## src/rtl/olt_pkg.sv

```systemverilog
// shared types and constants for the ordered list table
`default_nettype none

package olt_pkg;

  // default number of list entries
  localparam int OLT_CAPACITY = 128;
  // width of one list entry
  localparam int OLT_DATA_W = 32;
  // cells per group in the first-match encoder
  localparam int OLT_GROUP = 16;

  // request kinds as carried on in_tuser
  typedef enum logic [1:0] {
    OLT_INSERT = 2'd0,
    OLT_DELETE = 2'd1,
    OLT_UPDATE = 2'd2,
    OLT_SEARCH = 2'd3
  } olt_kind_t;

  // operation broadcast to every cell of the row
  typedef enum logic [1:0] {
    CELL_HOLD,
    CELL_INS,
    CELL_DEL,
    CELL_UPD
  } olt_cell_op_t;

  // control broadcast to the row of cells
  typedef struct packed {
    olt_cell_op_t                  op;
    logic signed [OLT_DATA_W-1:0]  value;
  } olt_cell_ctl_t;

endpackage

`default_nettype wire

```

## src/rtl/olt_cell.sv

```systemverilog
// one list cell: holds an entry, shifts with its neighbors, compares for search
`default_nettype none

module olt_cell #(
  parameter int IDX   = 0,
  parameter int CNT_W = 8
) (
  input  wire                                   clk,
  input  wire olt_pkg::olt_cell_ctl_t           ctl_i,
  input  wire logic [CNT_W-1:0]                 sel_i,
  input  wire logic [CNT_W-1:0]                 count_i,
  input  wire logic signed [olt_pkg::OLT_DATA_W-1:0] left_i,
  input  wire logic signed [olt_pkg::OLT_DATA_W-1:0] right_i,
  output logic signed [olt_pkg::OLT_DATA_W-1:0] entry_o,
  output logic                                  match_o
);
  import olt_pkg::*;

  localparam logic [CNT_W-1:0] MY_IDX = CNT_W'(IDX);

  logic signed [OLT_DATA_W-1:0] entry_r;
  logic signed [OLT_DATA_W-1:0] entry_nxt;
  logic                         match_r;
  logic                         match_nxt;

  // next entry from the broadcast operation
  always_comb begin
    entry_nxt = entry_r;
    unique case (ctl_i.op)
      CELL_INS: begin
        if (MY_IDX == sel_i) begin
          entry_nxt = ctl_i.value;
        end else if (MY_IDX > sel_i) begin
          entry_nxt = left_i;
        end
      end
      CELL_DEL: begin
        if (MY_IDX >= sel_i) begin
          entry_nxt = right_i;
        end
      end
      CELL_UPD: begin
        if (MY_IDX == sel_i) begin
          entry_nxt = ctl_i.value;
        end
      end
      CELL_HOLD: begin
        entry_nxt = entry_r;
      end
      default: begin
        entry_nxt = entry_r;
      end
    endcase
  end

  // match only counts inside the live part of the list
  assign match_nxt = (entry_r == ctl_i.value) && (MY_IDX < count_i);

  always_ff @(posedge clk) begin
    entry_r <= entry_nxt;
    match_r <= match_nxt;
  end

  assign entry_o = entry_r;
  assign match_o = match_r;

endmodule

`default_nettype wire

```

## config.mk

```make
export PLATFORM = sky130hd
export DESIGN_NAME = olt_cell
export DESIGN_NICKNAME = d
export VERILOG_FILES = /design/src/rtl/olt_pkg.sv /design/src/rtl/olt_cell.sv
export SDC_FILE = /design/constraint.sdc
export NUM_CORES = 1
export LEC_CHECK = 0
export ABC_AREA = 1
export ABC_CLOCK_PERIOD_IN_PS = 2700
export BUFFER_PORTS_ARGS = -buffer_cell sky130_fd_sc_hd__buf_2
export CAP_MARGIN = 20
export CORE_MARGIN = 2
export CORE_UTILIZATION = 42
export CTS_BUF_LIST = sky130_fd_sc_hd__clkbuf_2
export CTS_CLUSTER_SIZE = 16
export DETAILED_ROUTE_END_ITERATION = 10
export PLACE_DENSITY_LB_ADDON = 0.1
export REMOVE_ABC_BUFFERS = 1
export SLEW_MARGIN = 20
export SYNTH_ARGS = -nofsm -noshare
export SYNTH_HDL_FRONTEND = slang
export SYNTH_SLANG_ARGS = --single-unit
```

## constraint.sdc

```tcl
create_clock -name clk -period 2.7 [get_ports clk]
set_input_delay 0.27 -clock clk [delete_from_list [all_inputs] [get_ports clk]]
set_output_delay 0.27 -clock clk [all_outputs]
set_load 0.03 [all_outputs]
```

==> impl_metrics.csv, run 1 <==
group,metric,value,unit
run_status,status,"finished, final reports clean",
power_and_ir_drop,leakagePower,1.71,nW
power_and_ir_drop,power.density,339,nW/µm²
finish,seqCellArea,981,µm²
critical_path,worstReg2RegStart,"entry_o[9]",
die,start_util,43.9,%
die,rows,28,
finish,fillCellCount,617,
place,place_hpwl,5390,µm
die,die_h,83.1,µm
critical_path,timing.reg2reg.worst_path_depth,7,
logic_synthesis,seq_area_frac_synth,37.3,%
logic_synthesis,synth-warning-count,0,
clock_tree,cts_setup_buffers,0,
logic_synthesis,synth.area.top_cells,"edfxtp_1 37%, nand3_1 19%, nand2_1 13%",
critical_path,crit_path_cell_trace,"buf_2",
critical_path,cp_max_fo,2,
grt,first_global_vias,2861,
critical_path,r2r_end,"match_o",
logic_synthesis,synthCells,386,
grt,grt-busiest-layer,"met2",
clock_tree,root_buffer,"clkbuf_2",
critical_path,crit_family,"flip-flops",
grt,met3_usage,5.96,%
grt,gr-usage-all-layers,21.5,%
critical_path,worstPathArrival,1.08,ns
logic_synthesis,synth_area,2630,µm²
grt,grt.overflow.total,0,
timing,worstMarginPinSlew,0.755,ns
power_and_ir_drop,netSwitchingPower,329,µW
place,dp.cells,590,
clock_tree,numCtsBuffers,5,
critical_path,slowest_delay,0.47,ns
finish,layout.cells.non_filler,598,
timing,fin_crit_sh,50.0,%
logic_synthesis,netlist_top_cells_count,"98 x nand3_1, 91 x nand2_1, 52 x nor2_1",
drt,vias_per_cell,5.01,
die,num_io_pins,148,
clock_tree,path_clk_slew,0.22,ns
clock_tree,h-tree-depth,2,
grt,grtUsageMet2,38.5,%
finish,multi_input_area,1380,µm²
critical_path,cp.depth,1,
place,place.port_buffers,147,
critical_path,cp-startpoint,"entry_o[2]",
logic_synthesis,ys.flop_type,"edfxtp_1",
clock_tree,cts_resized,0,
critical_path,r2r_setup_slack,1.58,ns
timing,fmax,0.740,GHz
power_and_ir_drop,comb_power_share,21.9,%
critical_path,crit_slowest_cell,"edfxtp_1",
critical_path,cp-endpoint,"entry_o[2]",
logic_synthesis,yosysMostFrequentCell,"nand3_1",
logic_synthesis,yosysTopAreaCellShare,36.6,%
critical_path,cp_num_buf_inv,1,
critical_path,endpoint_kind,"output port",
logic_synthesis,synth_largest_area_cell,"edfxtp_1",
die,core-area,5990,µm²
drt,dr_total_vias,2993,
logic_synthesis,ys_seq_elements,33,
critical_path,critPathKind,"reg -> out",
timing,rsz0062_at_grt,"false",
finish,syn_to_final_growth,32.0,%
clock_tree,hold_buffers,0,
place,gp_congestion,0.779,
timing,setup_viol,0,
flow_run,max_cap_violations,0,
grt,antenna_found_initial,0,
logic_synthesis,avgSynthCellArea,6.81,µm²
power_and_ir_drop,ir_drop,0.000195,V
power_and_ir_drop,p_sw_share,28.0,%
clock_tree,max-clock-path-buffers,2,
timing,hold_viol,0,
power_and_ir_drop,fin_total_pwr,1.18,mW
drt,drt_first_pass_iters,4,
logic_synthesis,yosysUniqueCellTypes,19,
grt,grtUsageMet1,25.0,%
drt,routed_wl,7640,µm
clock_tree,cts_sinks,33,
drt,antenna_left,0,
die,die_area,6900,µm²
timing,slew_headroom,49.6,%
timing,finalMaxSlewViolations,0,
grt,grt_pass1_wl,12300,µm
logic_synthesis,async_flop_share,0,%
drt,drc_errors,0,
critical_path,start_kind,"flop",
drt,drtIter0Drc,74,
power_and_ir_drop,intPower,846,µW
timing,finalCriticalPeriod,1.35,ns
power_and_ir_drop,power.clock.fraction,29.6,%
die,fp.dieW,83.1,µm
power_and_ir_drop,power_frac_seq,48.5,%
min_path,min_path_type,"in -> reg",
drt,routedWlPerCell,12.8,µm
finish,fin_nets,637,
logic_synthesis,synth_edf_count,32,
grt,grt_max_degree,78,
clock_tree,cts_tree,"done",
finish,antenna_cells,0,
finish,layout-drive-gt1-share,31.4,%
critical_path,cp.required,2.43,ns
timing,skew,0.0333,ns
clock_tree,clock_latency,0.40,ns
## metal layers
layer	share of wire (%)	vias up
met5	0	-
li1	-	1553
met1	42	1306
met3	8.5	10
met2	48	124
met4	1.3	0
## layout make-up
class,instances,area share [%]
inverter,41,4.44
multi-input combinational,288,39.7
tap,75,2.70
sequential,33,28.3
clock inverter,3,1.33
clock buffer,5,0.721
timing repair buffer,153,22.9
## tightest hold or removal path: stages
cell and delay (ns):
buf_2 0.07, nand3_1 0.07, nand3_1 0.07
## power groups by stage
stage / Sequential, mW / Combinational [mW] / Clock, mW
finish: 0.570 / 0.258 / 0.348
global route: 0.570 / 0.291 / 0.370
CTS: 0.570 / 0.258 / 0.352
detailed placement: 0.581 / 0.259 / 0
global placement: 0.581 / 0.253 / 0
floorplan: 0.584 / 0.107 / 0
## cell usage in the layout, fill, tap and decap left out
master,netlist,final
clkinv_4,0,1
o21ai_1,9,9
nor2_1,52,52
buf_12,0,1
dfxtp_1,1,1
nor2_4,1,1
o21ai_0,4,4
edfxtp_1,32,32
xor2_1,1,1
inv_1,40,40
buf_4,3,5
clkinvlp_4,0,1
buf_2,3,147
nand2_1,91,91
clkbuf_2,0,5
inv_2,1,1
a21oi_4,0,1
xnor2_1,12,12
o211ai_1,19,19
bufinv_16,0,1
nand3_1,98,98
## metrics by stage
stage | setup slack (ns) | hold slack (ns) | setup TNS (ns) | cell area, µm² | utilization [%]
floorplan | -0.657 | 0.478 | -21.02 | 2500 | -
global placement | 0.994 | 0.593 | 0 | 3400 | 56.7
detailed placement | 0.955 | 0.595 | 0 | 3400 | 56.7
CTS | 1.34 | 0.160 | 0 | 3470 | 57.9
global route | 1.22 | 0.149 | 0 | 3470 | 57.9
finish | 1.35 | 0.164 | 0 | 3470 | 57.9
## state kept, by name (all words and copies together) (netlist names)
name,flops
entry_o,32
match_o,1
## kinds of logic after synthesis
| family | after synthesis | synth area share, % |
|---|---|---|
| simple gates | 242 | 39.5 |
| compound gates | 33 | 8.10 |
| xor+xnor | 13 | 4.33 |
| flops | 33 | 37.3 |
| buf+inv | 65 | 10.7 |
## how the worst min path moves through the flow
stage / start / endpoint / slack [ns] / depth (start not counted)
6_report: right_i[5] / entry_o[5] / 0.16 / 3
5_1_grt: right_i[8] / entry_o[8] / 0.15 / 3
4_1_cts: right_i[12] / entry_o[12] / 0.16 / 3
3_5_place_dp: right_i[30] / entry_o[30] / 0.60 / 3
3_3_place_gp: right_i[1] / entry_o[1] / 0.59 / 3
2_1_floorplan: ctl_i[11] / entry_o[11] / 0.48 / 2
No activity file was read; power rests on OpenSTA's default activity.
==> run 2, diff against run 1 <==
Settings changed: ABC_CLOCK_PERIOD_IN_PS 2700 to 1400, CORE_UTILIZATION 42 to 46.
Clock period 2.7 ns to 1.4 ns, I/O delays scaled along.
==> run 2 against run 1 <==
Compared with the run above: die area fell by 8.3%; via count rose by 0.57%; critical endpoint is now entry_o[21]; hold slack got worse by 0.12 ns; final cell count rose by 0.50%; power rose by 74%; critical path type unchanged; largest power group unchanged; count of clock-buffer cells in the layout did not move.
==> impl_metrics.csv, run 2 (same netlist as run 1, synthesis figures left out) <==
group,metric,value,unit
critical_path,start_kind,"flop",
finish,post-route-util,63.6,%
critical_path,critPathKind,"reg -> out",
power_and_ir_drop,leakagePower,1.74,nW
place,place_ws,0.0196,ns
drt,routedWlPerCell,12.7,µm
grt,gr-usage-all-layers,24.9,%
critical_path,cp_num_buf_inv,1,
grt,grt_max_degree,48,
critical_path,endpoint_kind,"output port",
critical_path,cp.required,1.26,ns
clock_tree,cts_setup_buffers,0,
critical_path,slowest_delay,0.47,ns
timing,skew,0.0275,ns
clock_tree,h-tree-depth,2,
clock_tree,numCtsBuffers,5,
finish,antenna_cells,0,
timing,fin_crit_sh,86.6,%
drt,drtIter0Drc,184,
power_and_ir_drop,ir_drop,0.000358,V
die,start_util,47.7,%
drt,drc_errors,0,
timing,hold_viol,0,
place,place_hpwl,5640,µm
clock_tree,hold_buffers,0,
clock_tree,max-clock-path-buffers,2,
flow_run,max_cap_violations,0,
die,die_area,6330,µm²
timing,slew_headroom,76.9,%
timing,setup_viol,0,
critical_path,worstPathArrival,1.07,ns
run_status,status,"finished, final reports clean",
critical_path,crit_family,"flip-flops",
die,num_io_pins,148,
place,gp_congestion,0.826,
timing,hold_ws,0.0482,ns
grt,grt.overflow.total,0,
power_and_ir_drop,power.density,585,nW/µm²
finish,fin_nets,643,
critical_path,cp_max_fo,3,
timing,finalMaxSlewViolations,0,
drt,drt_first_pass_iters,5,
drt,vias_per_cell,5.01,
critical_path,crit_path_cell_trace,"buf_2",
min_path,min_path_type,"in -> reg",
timing,setup_tns,0,ns
place,place.port_buffers,147,
finish,syn_to_final_growth,33.3,%
die,fp.dieW,79.6,µm
clock_tree,path_clk_slew,0.19,ns
drt,routed_wl,7610,µm
grt,antenna_found_initial,0,
clock_tree,clock_latency,0.40,ns
timing,finalWorstSetupSlack,0.187,ns
finish,layout-drive-gt1-share,31.8,%
critical_path,crit_slowest_cell,"edfxtp_1",
clock_tree,cts_sinks,33,
clock_tree,root_buffer,"clkbuf_2",
grt,first_global_vias,2839,
timing,worstMarginPinSlew,0.346,ns
clock_tree,cts_tree,"done",
finish,layout_commonest_cell,"buf_2",
clock_tree,cts_resized,0,
die,core-area,5510,µm²
drt,antenna_left,0,
finish,layout_common_cells,"147 x buf_2, 98 x nand3_1, 91 x nand2_1",
timing,rsz0062_at_grt,"false",
timing,finalCriticalPeriod,1.21,ns
die,rows,27,
drt,dr_total_vias,3010,
timing,fmax,0.825,GHz
grt,grt_pass1_wl,12300,µm
die,die_h,79.6,µm
finish,largest_reg_flops,32,
## run 2: cell count changes in the layout (fill, tap and decap cells not counted)
| cell | delta |
|---|---|
| buf_12 | +2 |
| buf_4 | +4 |
| bufinv_16 | -1 |
| clkinv_1 | +2 |
| clkinv_2 | +1 |
| clkinv_4 | -1 |
| clkinvlp_4 | -1 |
## run 2: metrics by stage
stage | instances | power (mW) | cell area [µm²]
6_report | 601 | 2.05 | 3500
5_1_grt | 601 | 2.17 | 3500
4_1_cts | 601 | 2.06 | 3500
3_5_place_dp | 593 | 1.63 | 3460
3_3_place_gp | 593 | 1.62 | 3460
2_1_floorplan | 362 | 1.33 | 2500
## run 2: worst paths after layout
path	slack, ns	startpoint	cells after the start	to
setup / recovery	0.19	entry_o[21]	1	entry_o[21]
hold / removal	0.05	right_i[30]	3	entry_o[30]
setup reg to reg	0.27	entry_o[31]	5	match_o
hold reg to reg	0.74	entry_o[12]	5	match_o
## run 2: report_power, final
part           internal, mW  switching [mW]  total (mW)
clock network         0.109           0.332       0.441
registers              1.10         0.00208        1.10
logic                 0.240           0.269       0.509
total                  1.45           0.602        2.05
## run 2: cell type report
class	count	area [µm²]
clock buffers	5	25.0
clock inverters	3	12.5
flip-flops and latches	33	981
well taps	72	90.1
fillers	505	2000
multi-input cells	288	1380
repair buffers	159	863
inverters	41	154
## run 2: layer usage
metal  wire length [µm]  track usage, %  up-vias  share of wire, %
li1                   -               -     1568                 -
met1               3060            29.2     1289                40
met2               3660            44.3      138                48
met3                738            5.54       15               9.7
met4                157            9.31        0               2.1
met5                  0               0        -                 0
## run 2: worst reg2reg max path, stage by stage, from the launching register on
cell and delay, ns:
edfxtp_1 0.45, xnor2_1 0.17, nand2_1 0.07, nor2_1 0.14
nand3_1 0.12, nor2_1 0.11
