File: config.mk
export PLATFORM = sky130hd
export DESIGN_NAME = olt_first
export DESIGN_NICKNAME = d
export VERILOG_FILES = /design/src/rtl/olt_first.sv
export SDC_FILE = /design/constraint.sdc
export NUM_CORES = 1
export LEC_CHECK = 0
export BUFFER_PORTS_ARGS = -buffer_cell sky130_fd_sc_hd__clkbuf_2
export CAP_MARGIN = 20
export CELL_PAD_IN_SITES_DETAIL_PLACEMENT = 2
export CELL_PAD_IN_SITES_GLOBAL_PLACEMENT = 2
export CORE_MARGIN = 5
export CORE_UTILIZATION = 23
export DETAILED_ROUTE_END_ITERATION = 10
export GPL_TIMING_DRIVEN = 0
export PLACE_DENSITY_LB_ADDON = 0.1
export SLEW_MARGIN = 20
export SYNTH_ARGS = -nofsm -noshare
export SYNTH_HDL_FRONTEND = slang
export SYNTH_SLANG_ARGS = --single-unit
File: constraint.sdc
create_clock -name clk -period 2.3 [get_ports clk]
set_input_delay 0.345 -clock clk [delete_from_list [all_inputs] [get_ports clk]]
set_output_delay 0.345 -clock clk [all_outputs]
set_load 0.02 [all_outputs]
File: src/rtl/olt_first.sv
// two-stage first-match encoder over the cell match bits
`default_nettype none

module olt_first #(
  parameter int N     = 128,
  parameter int G     = 16,
  parameter int NG    = (N + G - 1) / G,
  parameter int GI_W  = (NG > 1) ? $clog2(NG) : 1,
  parameter int OFF_W = $clog2(G)
) (
  input  wire                         clk,
  input  wire logic [N-1:0]           match_i,
  output logic                        hit_o,
  output logic [GI_W+OFF_W-1:0]       index_o
);

  logic [NG*G-1:0]  padded;
  logic [NG-1:0]    any;
  logic [OFF_W-1:0] off   [NG];
  logic [NG-1:0]    any_r;
  logic [OFF_W-1:0] off_r [NG];
  logic [GI_W-1:0]  gsel;

  assign padded = (NG*G)'(match_i);

  // stage one: per-group hit and lowest offset inside the group
  always_comb begin
    for (int g = 0; g < NG; g++) begin
      any[g] = |padded[g*G +: G];
      off[g] = '0;
      for (int k = G - 1; k >= 0; k--) begin
        if (padded[g*G + k]) begin
          off[g] = OFF_W'(k);
        end
      end
    end
  end

  always_ff @(posedge clk) begin
    any_r <= any;
    off_r <= off;
  end

  // stage two: lowest group that holds a hit
  always_comb begin
    gsel = '0;
    for (int g = NG - 1; g >= 0; g--) begin
      if (any_r[g]) begin
        gsel = GI_W'(g);
      end
    end
  end

  assign hit_o   = |any_r;
  assign index_o = {gsel, off_r[gsel]};

endmodule

`default_nettype wire

==> impl_metrics.xml, run 1 <==
<?xml version="1.0" encoding="UTF-8"?>
<metrics>
  <group name="clocking">
    <metric name="total_clock_buffers_created_by_cts" unit="">5</metric>
    <metric name="cts_max_path_buffers" unit="">2</metric>
    <metric name="numClockSinks" unit="">40</metric>
    <metric name="cts_root_buf" unit="">sky130_fd_sc_hd__clkbuf_8</metric>
    <metric name="tritoncts_clock_tree" unit="">yes</metric>
    <metric name="cts_htree_levels" unit="">2</metric>
    <metric name="cts.clk_slew.worst_paths" unit="ns">0.08</metric>
  </group>
  <group name="global_routing">
    <metric name="grt_antenna_before_repair" unit="">0</metric>
    <metric name="grt_pass1_wl" unit="um">14900</metric>
    <metric name="grt_util_all_layers" unit="">0.135</metric>
    <metric name="grt_max_degree" unit="">15</metric>
    <metric name="grt_overflow_total" unit="">0</metric>
    <metric name="grt_pass1_vias" unit="">3439</metric>
  </group>
  <group name="layout">
    <metric name="synthToLayoutAreaGrowth" unit="%">40.3</metric>
    <metric name="finalNetCount" unit="">622</metric>
    <metric name="drive_gt1_frac" unit="">0.334</metric>
    <metric name="finish.utilization" unit="">0.329</metric>
    <metric name="n_antenna_cell" unit="">0</metric>
    <metric name="finish.cell_count_without_fillers" unit="">634</metric>
    <metric name="layout.cell_area.non_filler" unit="um2">3550</metric>
  </group>
  <group name="sta">
    <metric name="slew_headroom" unit="">0.589</metric>
    <metric name="fin_hold_ws" unit="ns">0.243</metric>
    <metric name="worst_slew_pin_slew" unit="ns">0.601</metric>
    <metric name="accumulated_negative_setup_slack" unit="ns">-0.475</metric>
    <metric name="final.setup.worst_slack" unit="ns">-0.146</metric>
    <metric name="final-hold-violation-count" unit="">0</metric>
    <metric name="post-route-min-period" unit="ns">2.45</metric>
    <metric name="maxSlewViolCount" unit="">0</metric>
    <metric name="rsz0062_at_grt" unit="">yes</metric>
    <metric name="timing.final.crit_share" unit="">1.06</metric>
    <metric name="max_freq" unit="GHz">0.409</metric>
    <metric name="timing.final.setup_violations" unit="">4</metric>
  </group>
  <group name="die">
    <metric name="initial_utilization" unit="">0.234</metric>
    <metric name="chipHeight" unit="um">115</metric>
    <metric name="placementRows" unit="">38</metric>
    <metric name="placeableCoreArea" unit="um2">10800</metric>
    <metric name="design.die.area" unit="um2">13200</metric>
    <metric name="i_o_pin_count" unit="">137</metric>
    <metric name="die_w" unit="um">115</metric>
  </group>
  <group name="setup_path">
    <metric name="critical_path.max_fanout" unit="">5</metric>
    <metric name="worstSetupStartpointType" unit="">flip-flop</metric>
    <metric name="worst_setup_path_end_kind" unit="">primary output</metric>
    <metric name="cp_num_cells" unit="">6</metric>
    <metric name="timing.critical_path.max_delay_family" unit="">compound AO/OA/AOI/OAI gates</metric>
    <metric name="critPathMaxStageDelay" unit="ns">0.58</metric>
    <metric name="setup.worst_path.class" unit="">reg2out</metric>
    <metric name="worstPathArrival" unit="ns">2.10</metric>
    <metric name="timing.critical_path.cells" unit="">nor2_2 &gt; o21ai_2 &gt; a21boi_4 &gt; mux4_2 &gt; o211a_1 &gt; clkbuf_8</metric>
    <metric name="cpMaxStageDelayCell" unit="">sky130_fd_sc_hd__mux4_2</metric>
    <metric name="critical_path_buffers_and_inverters" unit="">1</metric>
    <metric name="cp_data_required_time" unit="ns">1.96</metric>
  </group>
  <group name="drt">
    <metric name="routed_via_density" unit="">4.88</metric>
    <metric name="ant_nets" unit="">0</metric>
    <metric name="route.detailed.wl_per_inst" unit="um">14.2</metric>
    <metric name="drt-total-wl" unit="um">9000</metric>
    <metric name="drt_iter0_markers" unit="">69</metric>
    <metric name="drc_violations_left" unit="">0</metric>
    <metric name="drt_pass1_iterations" unit="">4</metric>
    <metric name="detailroute.via_count" unit="">3096</metric>
  </group>
  <group name="logic_synthesis">
    <metric name="synth.ff_latch_count" unit="">40</metric>
    <metric name="synth_enable_flop_cells" unit="">0</metric>
    <metric name="synth-seq-area-share" unit="">0.317</metric>
    <metric name="synthesis.yosys.warnings" unit="">0</metric>
    <metric name="async_reset_ff_frac" unit="">0</metric>
    <metric name="post_synth_inst_count" unit="">347</metric>
    <metric name="mappedNetlistArea" unit="um2">2530</metric>
    <metric name="postSynthAreaPerCell" unit="um2">7.29</metric>
    <metric name="synth_top_flop_cell" unit="">sky130_fd_sc_hd__dfxtp_1</metric>
    <metric name="synth_nets" unit="">476</metric>
    <metric name="synth_top_area_cell" unit="">sky130_fd_sc_hd__dfxtp_1</metric>
    <metric name="yosysTopAreaCellShare" unit="">0.317</metric>
    <metric name="ys_top_cells_by_count" unit="">58 x sky130_fd_sc_hd__nor2_1, 40 x sky130_fd_sc_hd__dfxtp_1, 33 x sky130_fd_sc_hd__nand3_1, 31 x sky130_fd_sc_hd__inv_1</metric>
    <metric name="post_synth_main_area_contributors" unit="">sky130_fd_sc_hd__dfxtp_1 32%, sky130_fd_sc_hd__nor2_1 8.6%, sky130_fd_sc_hd__nand3_1 6.5%, sky130_fd_sc_hd__a21oi_1 4.8%, sky130_fd_sc_hd__inv_1 4.6%</metric>
    <metric name="ys_types" unit="">31</metric>
    <metric name="synthMostInstantiatedCell" unit="">sky130_fd_sc_hd__nor2_1</metric>
  </group>
  <group name="flow_run">
    <metric name="maxCapViolCount" unit="">0</metric>
  </group>
  <group name="power_and_ir_drop">
    <metric name="design_power_total" unit="mW">1.62</metric>
    <metric name="leakage" unit="nW">1.59</metric>
    <metric name="power.density" unit="nW/um2">458</metric>
    <metric name="max_ir_drop_vdd" unit="V">0.000204</metric>
  </group>
  <group name="place">
    <metric name="routabilityCongestion" unit="">0.801</metric>
    <metric name="dp_hpwl" unit="um">8050</metric>
    <metric name="worst_case_setup_slack_after_placement" unit="ns">0.0675</metric>
    <metric name="post-place-cells" unit="">623</metric>
    <metric name="dpl-instance-area" unit="um2">3380</metric>
    <metric name="numPortBuffers" unit="">136</metric>
  </group>
  <group name="hold_path">
    <metric name="hold_depth" unit="">2</metric>
    <metric name="min_path_type" unit="">in2reg</metric>
  </group>
  <group name="run_status">
    <metric name="status" unit="">complete, but fails checks</metric>
    <metric name="failing_checks" unit="">setup timing</metric>
  </group>
</metrics>
routing by layer:
metal | routed length (um) | GRT usage | share of wire
met5 | 0 | 0 | 0
met4 | 86 | 0.0313 | 0.0096
met3 | 422 | 0.0242 | 0.047
met2 | 4790 | 0.258 | 0.53
met1 | 3700 | 0.153 | 0.41
worst paths after layout:
| path | start | endpoint | slack [ns] |
|---|---|---|---|
| worst min-delay path | match_i[97] | off_r[5] | 0.24 |
| worst max-delay path | any_r[4] | index_o[0] | -0.15 |
kinds of logic after synthesis:
logic type / count (synthesis) / share of synthesized area
AND/OR/NAND/NOR: 155 / 0.284
AO/OA/AOI/OAI: 115 / 0.315
buffers and inverters: 33 / 0.0490
multiplexers: 4 / 0.0356
flip-flops: 40 / 0.317
state kept, by name, summed over array words and instances, names as in the netlist:
signal,flops
off_r,32
any_r,8
layout make-up:
cell class	instances	area [um2]
timing repair buffer	139	712
sequential	40	807
clock inverter	3	47.5
tap	140	175
inverter	33	124
multi-input combinational	274	1610
clock buffer	5	68.8
fill	1283	7240
cell usage in the layout, fill, tap and decap left out, drive strengths merged, types with 9 or more instances in the layout:
cell,n
clkbuf,139
nand2,25
o21bai,9
nor3,10
o21a,9
a21oi,24
o21ai,26
a21boi,9
dfxtp,40
nor4,17
nor2,59
nand3,33
inv,33
report_power, final:
group	switching, mW	leakage, nW	internal [mW]	total (mW)
registers	0.00697	0.327	0.716	0.723
logic	0.166	1.21	0.154	0.320
clock network	0.254	0.0583	0.327	0.581
total	0.427	1.59	1.20	1.62
timing repair:
| action | CTS | global route |
|---|---|---|
| hold buffers | 0 | 0 |
| buffers inserted | 3 | 0 |
| resized for setup | 9 | 2 |
| endpoints found under the setup margin | 4 | 4 |
| pin swaps | 4 | 2 |
Note: power is estimated with default switching activity, not from simulation.
==> run 2, diff against run 1 <==
--- a/config.mk
+++ b/config.mk
@@ -9,7 +9,7 @@
 export CAP_MARGIN = 20
 export CELL_PAD_IN_SITES_DETAIL_PLACEMENT = 2
 export CELL_PAD_IN_SITES_GLOBAL_PLACEMENT = 2
-export CORE_MARGIN = 5
+export CORE_MARGIN = 2
 export CORE_UTILIZATION = 23
 export DETAILED_ROUTE_END_ITERATION = 10
 export GPL_TIMING_DRIVEN = 0
==> run 2 against run 1 <==
Effect of this change:
- maximum frequency up 0.60%
- die area down 10%
- critical endpoint is now index_o[3]
- largest cell class unchanged
- cell area up 1.7%
- global-route usage up 1.5 points
- core utilization up 0.56 points
- the run still ends with setup timing left
- routed wire length down 3.2%
==> impl_metrics.xml, run 2 (synthesis gave the netlist of run 1 again) <==
<?xml version="1.0" encoding="UTF-8"?>
<metrics>
  <group name="sta">
    <metric name="timing.final.setup_violations" unit="">4</metric>
    <metric name="timing.final.crit_share" unit="">1.06</metric>
    <metric name="fin_hold_ws" unit="ns">0.244</metric>
    <metric name="maxSlewViolCount" unit="">0</metric>
    <metric name="slew_headroom" unit="">0.585</metric>
    <metric name="rsz0062_at_grt" unit="">yes</metric>
    <metric name="final.setup.worst_slack" unit="ns">-0.132</metric>
    <metric name="max_freq" unit="GHz">0.411</metric>
    <metric name="post-route-min-period" unit="ns">2.43</metric>
    <metric name="final-hold-violation-count" unit="">0</metric>
    <metric name="worst_slew_pin_slew" unit="ns">0.607</metric>
  </group>
  <group name="layout">
    <metric name="largest_registers" unit="">off_r x32, any_r x8</metric>
    <metric name="n_antenna_cell" unit="">0</metric>
    <metric name="sequential_area" unit="um2">812</metric>
    <metric name="register_with_the_highest_flop_count" unit="">off_r</metric>
    <metric name="layout_commonest_cell" unit="">sky130_fd_sc_hd__clkbuf_2</metric>
    <metric name="fillerInstances" unit="">1288</metric>
    <metric name="max_ffs_per_register" unit="">32</metric>
    <metric name="drive_gt1_frac" unit="">0.344</metric>
    <metric name="final_cell_mix" unit="">132 x sky130_fd_sc_hd__clkbuf_2, 56 x sky130_fd_sc_hd__nor2_1, 35 x sky130_fd_sc_hd__dfxtp_1, 33 x sky130_fd_sc_hd__nand3_1, 31 x sky130_fd_sc_hd__inv_1</metric>
    <metric name="finalNetCount" unit="">625</metric>
    <metric name="multiInputGateArea" unit="um2">1640</metric>
    <metric name="synthToLayoutAreaGrowth" unit="%">42.7</metric>
    <metric name="layout.cell_area.non_filler" unit="um2">3610</metric>
  </group>
  <group name="power_and_ir_drop">
    <metric name="cell_internal_pwr" unit="mW">1.19</metric>
    <metric name="share_seq_of_total_power" unit="">0.446</metric>
    <metric name="leakage" unit="nW">1.62</metric>
    <metric name="power.density" unit="nW/um2">449</metric>
    <metric name="comb_power_share" unit="">0.197</metric>
    <metric name="max_ir_drop_vdd" unit="V">0.000224</metric>
    <metric name="p_clk_frac" unit="">0.357</metric>
    <metric name="power.share.switching" unit="">0.263</metric>
    <metric name="total_switching_power" unit="mW">0.426</metric>
  </group>
  <group name="global_routing">
    <metric name="grt_pass1_wl" unit="um">14500</metric>
    <metric name="grt_util_all_layers" unit="">0.150</metric>
    <metric name="grt_overflow_total" unit="">0</metric>
    <metric name="grt_max_degree" unit="">15</metric>
    <metric name="grt_antenna_before_repair" unit="">0</metric>
    <metric name="globalRouteMet1Util" unit="">0.167</metric>
    <metric name="grt_pass1_vias" unit="">3313</metric>
    <metric name="groute.layer.met3.usage" unit="">0.0215</metric>
    <metric name="grt.busiest_layer" unit="">met2</metric>
    <metric name="met2_global_route_usage" unit="">0.299</metric>
  </group>
  <group name="clocking">
    <metric name="cts_max_path_buffers" unit="">2</metric>
    <metric name="cts.clk_slew.worst_paths" unit="ns">0.08</metric>
    <metric name="cts_root_buf" unit="">sky130_fd_sc_hd__clkbuf_8</metric>
    <metric name="total_clock_buffers_created_by_cts" unit="">5</metric>
    <metric name="tritoncts_clock_tree" unit="">yes</metric>
    <metric name="cts_htree_levels" unit="">2</metric>
    <metric name="cts_hold_buffers" unit="">0</metric>
    <metric name="numClockSinks" unit="">40</metric>
  </group>
  <group name="drt">
    <metric name="drt_iter0_markers" unit="">53</metric>
    <metric name="routed_via_density" unit="">4.82</metric>
    <metric name="ant_nets" unit="">0</metric>
    <metric name="detailroute.via_count" unit="">3072</metric>
    <metric name="route.detailed.wl_per_inst" unit="um">13.7</metric>
    <metric name="drt-total-wl" unit="um">8710</metric>
    <metric name="drt_pass1_iterations" unit="">3</metric>
    <metric name="drc_violations_left" unit="">0</metric>
  </group>
  <group name="place">
    <metric name="numPortBuffers" unit="">136</metric>
    <metric name="routabilityCongestion" unit="">0.761</metric>
    <metric name="dp_hpwl" unit="um">7730</metric>
    <metric name="dpl-instance-area" unit="um2">3380</metric>
  </group>
  <group name="setup_path">
    <metric name="cp_data_required_time" unit="ns">1.96</metric>
    <metric name="critical_path.max_fanout" unit="">5</metric>
    <metric name="worst_setup_path_end_kind" unit="">primary output</metric>
    <metric name="setup.worst_path.class" unit="">reg2out</metric>
    <metric name="worstSetupStartpointType" unit="">flip-flop</metric>
    <metric name="worstPathArrival" unit="ns">2.09</metric>
  </group>
  <group name="die">
    <metric name="die_w" unit="um">109</metric>
    <metric name="chipHeight" unit="um">109</metric>
    <metric name="design.die.area" unit="um2">11800</metric>
    <metric name="placementRows" unit="">38</metric>
    <metric name="placeableCoreArea" unit="um2">10800</metric>
    <metric name="i_o_pin_count" unit="">137</metric>
    <metric name="initial_utilization" unit="">0.234</metric>
  </group>
  <group name="flow_run">
    <metric name="maxCapViolCount" unit="">0</metric>
  </group>
  <group name="run_status">
    <metric name="status" unit="">complete, but fails checks</metric>
    <metric name="failing_checks" unit="">setup timing</metric>
  </group>
  <group name="hold_path">
    <metric name="min_path_type" unit="">in2reg</metric>
  </group>
</metrics>
==> run 2: cell count changes in the layout (fill, tap and decap cells not counted), sizes merged <==
cell	change
buf	+3
==> run 2: final cells by class <==
type,instances,area share
Multi-Input combinational cell,274,0.454
Clock inverter,3,0.0132
Inverter,33,0.0343
Sequential cell,40,0.225
Timing Repair Buffer,142,0.206
Clock buffer,5,0.0191
Tap cell,140,0.0485
==> run 2: final timing paths <==
path | to | from | slack [ns] | cells past startpoint
worst min-delay path | off_r[17] | match_i[49] | 0.24 | 2
worst max-delay path | index_o[3] | any_r[0] | -0.13 | 5
==> run 2: power by group through the flow <==
stage               registers (mW)  logic (mW)  clock network (mW)
finish                       0.722       0.320               0.578
global route                 0.725       0.364               0.633
CTS                          0.723       0.327               0.604
detailed placement           0.742       0.324                   0
global placement             0.741       0.314                   0
floorplan                    0.737       0.128                   0
==> run 2: critical path, cell delays in order, from the launching register on <==
cell	delay [ns]
sky130_fd_sc_hd__dfxtp_4	0.37
sky130_fd_sc_hd__nor2_4	0.12
sky130_fd_sc_hd__a21boi_4	0.30
sky130_fd_sc_hd__mux4_2	0.57
sky130_fd_sc_hd__o211a_1	0.28
sky130_fd_sc_hd__clkbuf_8	0.16
==> run 2: what timing repair did <==
| item | CTS | global route |
|---|---|---|
| buffers inserted | 6 | 0 |
| gates resized for setup | 17 | 3 |
| hold endpoints to repair | 0 | 0 |
| pin swaps | 5 | 2 |
| endpoints found under the setup margin | 4 | 4 |
==> run 2: stage by stage <==
| stage | TNS (ns) | util | worst slack, ns | power (mW) | instances |
|---|---|---|---|---|---|
| floorplan | 0 | - | 0.280 | 0.864 | 347 |
| CTS | -0.515 | 0.334 | -0.149 | 1.65 | 637 |
| global placement | 0 | 0.314 | 0.120 | 1.05 | 623 |
| global route | -0.810 | 0.334 | -0.230 | 1.72 | 637 |
| finish | -0.451 | 0.334 | -0.132 | 1.62 | 637 |
| detailed placement | 0 | 0.314 | 0.0712 | 1.07 | 623 |
==> run 2: per-layer routing <==
metal / part of all wire / up-vias
met3: 0.045 / 4
met2: 0.54 / 64
met4: 0.0061 / 0
li1: - / 1565
met5: 0 / -
met1: 0.41 / 1439
